### src/tta_pkg.sv
// Shared types and codes for the transaction-ID tag allocator.
// Depends on nothing; txid_tag_allocator_unit and tta_stack import it.
package tta_pkg;

    // Fixed field widths of the stream words
    localparam int TXID_W      = 8;
    localparam int IN_HANDLE_W = 32;
    localparam int ACT_W       = 2;
    localparam int STAT_W      = 2;

    // Action codes carried in s_axis_tuser
    localparam logic [ACT_W-1:0] ACT_ALLOC   = 2'd0;
    localparam logic [ACT_W-1:0] ACT_LOOKUP  = 2'd1;
    localparam logic [ACT_W-1:0] ACT_RELEASE = 2'd2;

    // Status codes carried in m_axis_tuser
    localparam logic [STAT_W-1:0] ST_DONE = 2'd0;
    localparam logic [STAT_W-1:0] ST_FULL = 2'd1;
    localparam logic [STAT_W-1:0] ST_BAD  = 2'd2;

    typedef enum logic [2:0] {
        S_CLEAR = 3'b001,
        S_IDLE  = 3'b010,
        S_EXEC  = 3'b100
    } state_t;

    // Commands from the controller to the free stack
    typedef struct packed {
        logic rd_en;   // read the top entry (issued when an allocate is taken)
        logic pop;     // commit a pop, growing first if the stack is empty
        logic push;    // commit a push of push_id
    } stack_cmd_t;

    // Status from the free stack to the controller
    typedef struct packed {
        logic empty;     // no free ID on the stack
        logic grow_ok;   // capacity can still double
    } stack_stat_t;

endpackage

### src/tta_ram.sv
// Generic single-write, single-read synchronous RAM with a registered read port.
// Depends on nothing.
module tta_ram #(
    parameter int WIDTH = 32,
    parameter int DEPTH = 256
) (
    input  logic                     clk,
    input  logic                     we,
    input  logic [$clog2(DEPTH)-1:0] waddr,
    input  logic [WIDTH-1:0]         wdata,
    input  logic                     re,
    input  logic [$clog2(DEPTH)-1:0] raddr,
    output logic [WIDTH-1:0]         rdata
);

    logic [WIDTH-1:0] mem [DEPTH];

    always_ff @(posedge clk)
    begin
        if (we)
        begin
            mem[waddr] <= wdata;
        end
        if (re)
        begin
            rdata <= mem[raddr];
        end
    end

endmodule

### src/tta_stack.sv
// LIFO free-ID stack: pointer, capacity, low-water mark and refill base registers over one RAM.
// Depends on tta_pkg and tta_ram.
module tta_stack import tta_pkg::*; #(
    parameter int MAX_IDS = 256,
    parameter int MIN_IDS = 16
) (
    input  logic                         clk,
    input  logic                         rst_n,
    input  stack_cmd_t                   cmd,
    input  logic [$clog2(MAX_IDS)-1:0]   push_id,
    output stack_stat_t                  stat,
    output logic [$clog2(MAX_IDS)-1:0]   pop_id,
    output logic [$clog2(MAX_IDS+1)-1:0] capacity
);

    localparam int ID_W  = $clog2(MAX_IDS);
    localparam int CNT_W = $clog2(MAX_IDS + 1);

    localparam logic [CNT_W-1:0] MIN_CNT = CNT_W'(MIN_IDS);
    localparam logic [CNT_W-1:0] MAX_CNT = CNT_W'(MAX_IDS);
    localparam logic [CNT_W:0]   MAX_DBL = (CNT_W+1)'(MAX_IDS);

    // Entries below wm_reg still hold the refill pattern base_reg-1-pos and
    // were never written; entries from wm_reg up to ptr_reg live in the RAM.
    logic [CNT_W-1:0] ptr_reg,  ptr_next;
    logic [CNT_W-1:0] cap_reg,  cap_next;
    logic [CNT_W-1:0] wm_reg,   wm_next;
    logic [CNT_W-1:0] base_reg, base_next;

    logic [CNT_W-1:0] top_pos;
    logic [CNT_W-1:0] pushed_ptr;
    logic [CNT_W:0]   cap_dbl;
    logic [CNT_W-1:0] pattern_id;
    logic [ID_W-1:0]  ram_rdata;
    logic             ram_we;

    assign top_pos    = ptr_reg - CNT_W'(1);
    assign cap_dbl    = {cap_reg, 1'b0};
    assign pattern_id = base_reg - CNT_W'(1) - top_pos;
    assign stat.empty   = (ptr_reg == '0);
    assign stat.grow_ok = (cap_dbl <= MAX_DBL);
    assign capacity     = cap_reg;

    // On an empty stack the grown pattern yields the old capacity first
    always_comb
    begin
        if (stat.empty)
        begin
            pop_id = ID_W'(cap_reg);
        end
        else if (top_pos < wm_reg)
        begin
            pop_id = ID_W'(pattern_id);
        end
        else
        begin
            pop_id = ram_rdata;
        end
    end

    assign ram_we     = cmd.push && (ptr_reg < MAX_CNT);
    assign pushed_ptr = ram_we ? ptr_reg + CNT_W'(1) : ptr_reg;

    always_comb
    begin
        ptr_next  = ptr_reg;
        cap_next  = cap_reg;
        wm_next   = wm_reg;
        base_next = base_reg;
        if (cmd.pop)
        begin
            if (stat.empty)
            begin
                // grow, then pop the lowest new ID
                cap_next  = cap_dbl[CNT_W-1:0];
                base_next = cap_dbl[CNT_W-1:0];
                ptr_next  = cap_reg - CNT_W'(1);
                wm_next   = cap_reg - CNT_W'(1);
            end
            else
            begin
                ptr_next = top_pos;
                if (top_pos < wm_reg)
                begin
                    wm_next = top_pos;
                end
            end
        end
        else if (cmd.push)
        begin
            ptr_next = pushed_ptr;
            if (pushed_ptr == cap_reg && cap_reg > MIN_CNT)
            begin
                // every ID is back: shrink and restore the reset pattern
                cap_next  = MIN_CNT;
                ptr_next  = MIN_CNT;
                wm_next   = MIN_CNT;
                base_next = MIN_CNT;
            end
        end
    end

    always_ff @(posedge clk or negedge rst_n)
    begin
        if (!rst_n)
        begin
            ptr_reg  <= MIN_CNT;
            cap_reg  <= MIN_CNT;
            wm_reg   <= MIN_CNT;
            base_reg <= MIN_CNT;
        end
        else
        begin
            ptr_reg  <= ptr_next;
            cap_reg  <= cap_next;
            wm_reg   <= wm_next;
            base_reg <= base_next;
        end
    end

    tta_ram #(
        .WIDTH (ID_W),
        .DEPTH (MAX_IDS)
    ) u_stack_ram (
        .clk   (clk),
        .we    (ram_we),
        .waddr (ID_W'(ptr_reg)),
        .wdata (push_id),
        .re    (cmd.rd_en),
        .raddr (ID_W'(top_pos)),
        .rdata (ram_rdata)
    );

    a_ptr_in_cap: assert property (@(posedge clk) disable iff (!rst_n)
        ptr_reg <= cap_reg)
        else $error("free stack holds more IDs than the capacity");

    a_wm_below_ptr: assert property (@(posedge clk) disable iff (!rst_n)
        wm_reg <= ptr_reg)
        else $error("low-water mark above the stack pointer");

    a_cap_range: assert property (@(posedge clk) disable iff (!rst_n)
        cap_reg >= MIN_CNT && cap_reg <= MAX_CNT && base_reg <= cap_reg)
        else $error("capacity or refill base out of range");

endmodule

### config.mk
export PLATFORM = sky130hd
export DESIGN_NAME = tta_stack
export DESIGN_NICKNAME = d
export VERILOG_FILES = /design/src/tta_pkg.sv /design/src/tta_ram.sv /design/src/tta_stack.sv
export SDC_FILE = /design/constraint.sdc
export NUM_CORES = 2
export LEC_CHECK = 0
export BUFFER_PORTS_ARGS = -buffer_cell sky130_fd_sc_hd__buf_2
export CORE_MARGIN = 8
export CORE_UTILIZATION = 60
export DETAILED_ROUTE_END_ITERATION = 10
export PLACE_DENSITY = 0.72
export SLEW_MARGIN = 40
export SYNTH_ARGS = -nofsm -noshare
export SYNTH_HDL_FRONTEND = slang
export SYNTH_HIERARCHICAL = 1
export SYNTH_SLANG_ARGS = --single-unit
### constraint.sdc
create_clock -name clk -period 10.5 [get_ports clk]
set_input_delay 0 -clock clk [delete_from_list [all_inputs] [get_ports clk]]
set_output_delay 0 -clock clk [all_outputs]
set_load 0.05 [all_outputs]
==> out/metrics.yaml <==
status:
  status: "complete, no violations"
yosys:
  seq_area_frac_synth_pct: 75.93
  yosys.area.top_type: "edfxtp_1"
  synth_area_per_cell_um2: 20.33
  synthArstFlopShare_pct: 1.106
  ys_seq_elements: 2079
  synth_top_cell_area_share_pct: 75.22
  synth_edf_count: 2056
  ys_warn_count: 6
  synth_ff_type: "edfxtp_1"
  yosysUniqueCellTypes: 87
  netlist_instances: 4038
  synth_area_leaders: "edfxtp_1, mux4_2, mux2i_1, nor2_1, a22oi_1"
  synth.cell_area_um2: 82080
layout:
  multi_input_area_um2: 18550
  final_nets: 4129
  stdcell_area_um2: 90490
  largest_reg_flops: 2048
  area_growth_pct: 10.25
  final_common_cell: "edfxtp_1"
  layout_common_cells: "edfxtp_1, mux4_2, clkbuf_16"
  final_cell_count_no_fill: 6048
  regArea_um2: 62320
  fill_cells: 8442
  final_layout_size_suffix_gt1_share_pct: 24.03
critical_path:
  startpoint_type: "flip-flop"
  cpLargestDelayFamily: "simple AND/OR/NAND/NOR gates"
  crit_fanout: 22
  r2r-start: "ptr_reg[0]"
  ff2ff_setup_slack_ns: 5.03
  critPathBufInv: 3
  cp_slowest_stage_delay_ns: 0.87
  crit_chain: "inv_8 -> ha_1 -> or4b_4 -> or4_1 -> nand2_1 -> ha_1 -> nand2_1 -> a21oi_1 -> a221oi_2 -> buf_2 -> nand3_1 -> a21oi_1 -> buf_2"
  crit_cells: 13
  path_class: "flip-flop to output port"
  startpoint: "ptr_reg[0]"
  worst-endpoint-arrival_ns: 5.66
  cp-endpoint: "pop_id[0]"
  reg2regPathDepth: 11
  cpMaxStageDelayCell: "or4_1"
  r2r_end: "u_stack_ram/rdata[2]"
  critPathCaptureType: "output port"
  cp_data_required_time_ns: 10.50
clock_network:
  postCtsHoldBufs: 16
  insertion_delay_ns: 0.82
  cts_setup_buffers: 0
  root_buffer: "clkbuf_16"
  clk_path_buf_depth: 3
  cts.sinks: 2079
  numCtsBuffers: 195
  cts_tree: "done"
  h-tree-depth: 4
  post_cts_resized: 0
  path_clk_slew_ns: 0.07
global_routing:
  grt.overflow.total: 0
  grt_first_pass_wirelength_mm: 285.4
  grt_pass1_vias: 40634
  grt_start_max_net_pins: 114
  antenna_found_initial: 4
  grt_use_total_pct: 26.57
floorplan:
  io_pins: 32
  coreArea_um2: 135600
  fp.dieArea_um2: 148900
  rows: 135
  fp.dieW_um: 385.9
  die_h_um: 385.9
  initial_core_util_pct: 60.51
sta:
  worst_slew_pin_slew_ns: 0.9639
  hold_violations: 0
  grt_setup_unrepaired: "false"
  relSlewSlack_pct: 35.15
  slew_violations: 0
  setup_viol: 0
  finalCritPeriodShare_pct: 53.86
  tns_ns: 0
  clock_skew_ns: 0.03663
  fmax_mhz: 176.8
  min_period_ns: 5.655
power:
  leakage_nw: 27.89
  power_density_nw_per_um2: 282.4
  ir_drop_mv: 0.2898
  power_mw: 25.56
route:
  drt_first_pass_iters: 6
  via_per_inst: 6.915
  drt-wirelength-per-cell_um: 32.59
  drt_iter0_markers: 5985
  routed_wl_mm: 197.1
  drc_errors: 0
  ant_nets: 0
  vias: 41823
placement:
  dp.cells: 5667
  dpl.hpwl_mm: 120.2
  place_area_um2: 83890
  portBuffers: 27
  globalplace.congestion: 0.9389
hold_path:
  holdCritPathClass: "input port to flip-flop"
flow_run:
  cap_violations: 0
## worst min-delay path by stage
stage / slack (ns) / endpoint / cells after the start / startpoint
6_report: 0.19 / ptr_reg[5] / 4 / cmd[0]
2_1_floorplan: -0.30 / base_reg[5] / 0 / rst_n
4_1_cts: 0.10 / ptr_reg[0] / 4 / cmd[0]
5_1_grt: 0.18 / u_stack_ram/rdata[2] / 2 / cmd[2]
3_3_place_gp: 0.03 / ptr_reg[6] / 1 / rst_n
3_5_place_dp: 0.04 / ptr_reg[6] / 1 / rst_n
## routing by layer
layer / vias to the layer above / wire length (um) / share of wire, % / GRT usage [%]
met5: - / 13 / 0.0066 / 0
li1: 16965 / - / - / -
met4: 2 / 6923 / 3.5 / 9.571
met2: 2600 / 89910 / 46 / 39.04
met1: 21879 / 76410 / 39 / 38.97
met3: 377 / 23860 / 12 / 7.039
## kinds of logic after synthesis
| logic type | share of synthesized area, % |
|---|---|
| compound gates | 4.148 |
| other cells | 0.004569 |
| mux | 14.21 |
| xor+xnor | 0.2348 |
| buf+inv | 2.093 |
| fa+ha+maj | 0.2104 |
| simple gates | 3.177 |
| flops | 75.93 |
## report_power, final
part           total [mW]  leakage (nW)  switching [mW]  internal [mW]
Combinational        9.38          6.16            5.88           3.50
Clock                6.74          2.97            2.94           3.79
Sequential           9.44          18.8           0.157           9.28
## cells in the mapped netlist (20+ instances only)
master / instances
o221ai_1: 47
a21oi_1: 107
buf_2: 41
nand3_1: 39
o211ai_1: 28
nand2_1: 66
nor2b_1: 31
nor3_1: 32
nor2_1: 305
a211oi_1: 20
mux4_2: 454
o22ai_1: 30
mux2i_1: 136
dfrtp_1: 20
nor4_1: 25
edfxtp_1: 2056
buf_4: 34
inv_1: 20
buf_6: 25
a22oi_1: 134
buf_1: 22
clkbuf_1: 120
## worst min-delay path, cell delays in order
cell and delay, ns:
dlygate4sd3_1 0.54, buf_2 0.21, nor2_1 0.11, or3_1 0.10
## cell type report
cell class	instances	area share, %
sequential	2079	68.87
tap	1781	2.462
clock inverter	116	1.029
multi-input combinational	1677	20.50
clock buffer	244	5.737
inverter	22	0.1134
timing repair buffer	128	1.284
antenna	1	0.002765
## through the flow
step / utilization, % / setup WS [ns] / hold WS (ns)
floorplan: - / 6.151 / -0.2956
global placement: 61.64 / 4.214 / 0.02722
detailed placement: 61.85 / 4.167 / 0.03523
CTS: 66.48 / 4.173 / 0.1048
global route: 66.72 / 4.555 / 0.1834
finish: 66.72 / 4.845 / 0.1869
Power figures use the tool's default switching activity.
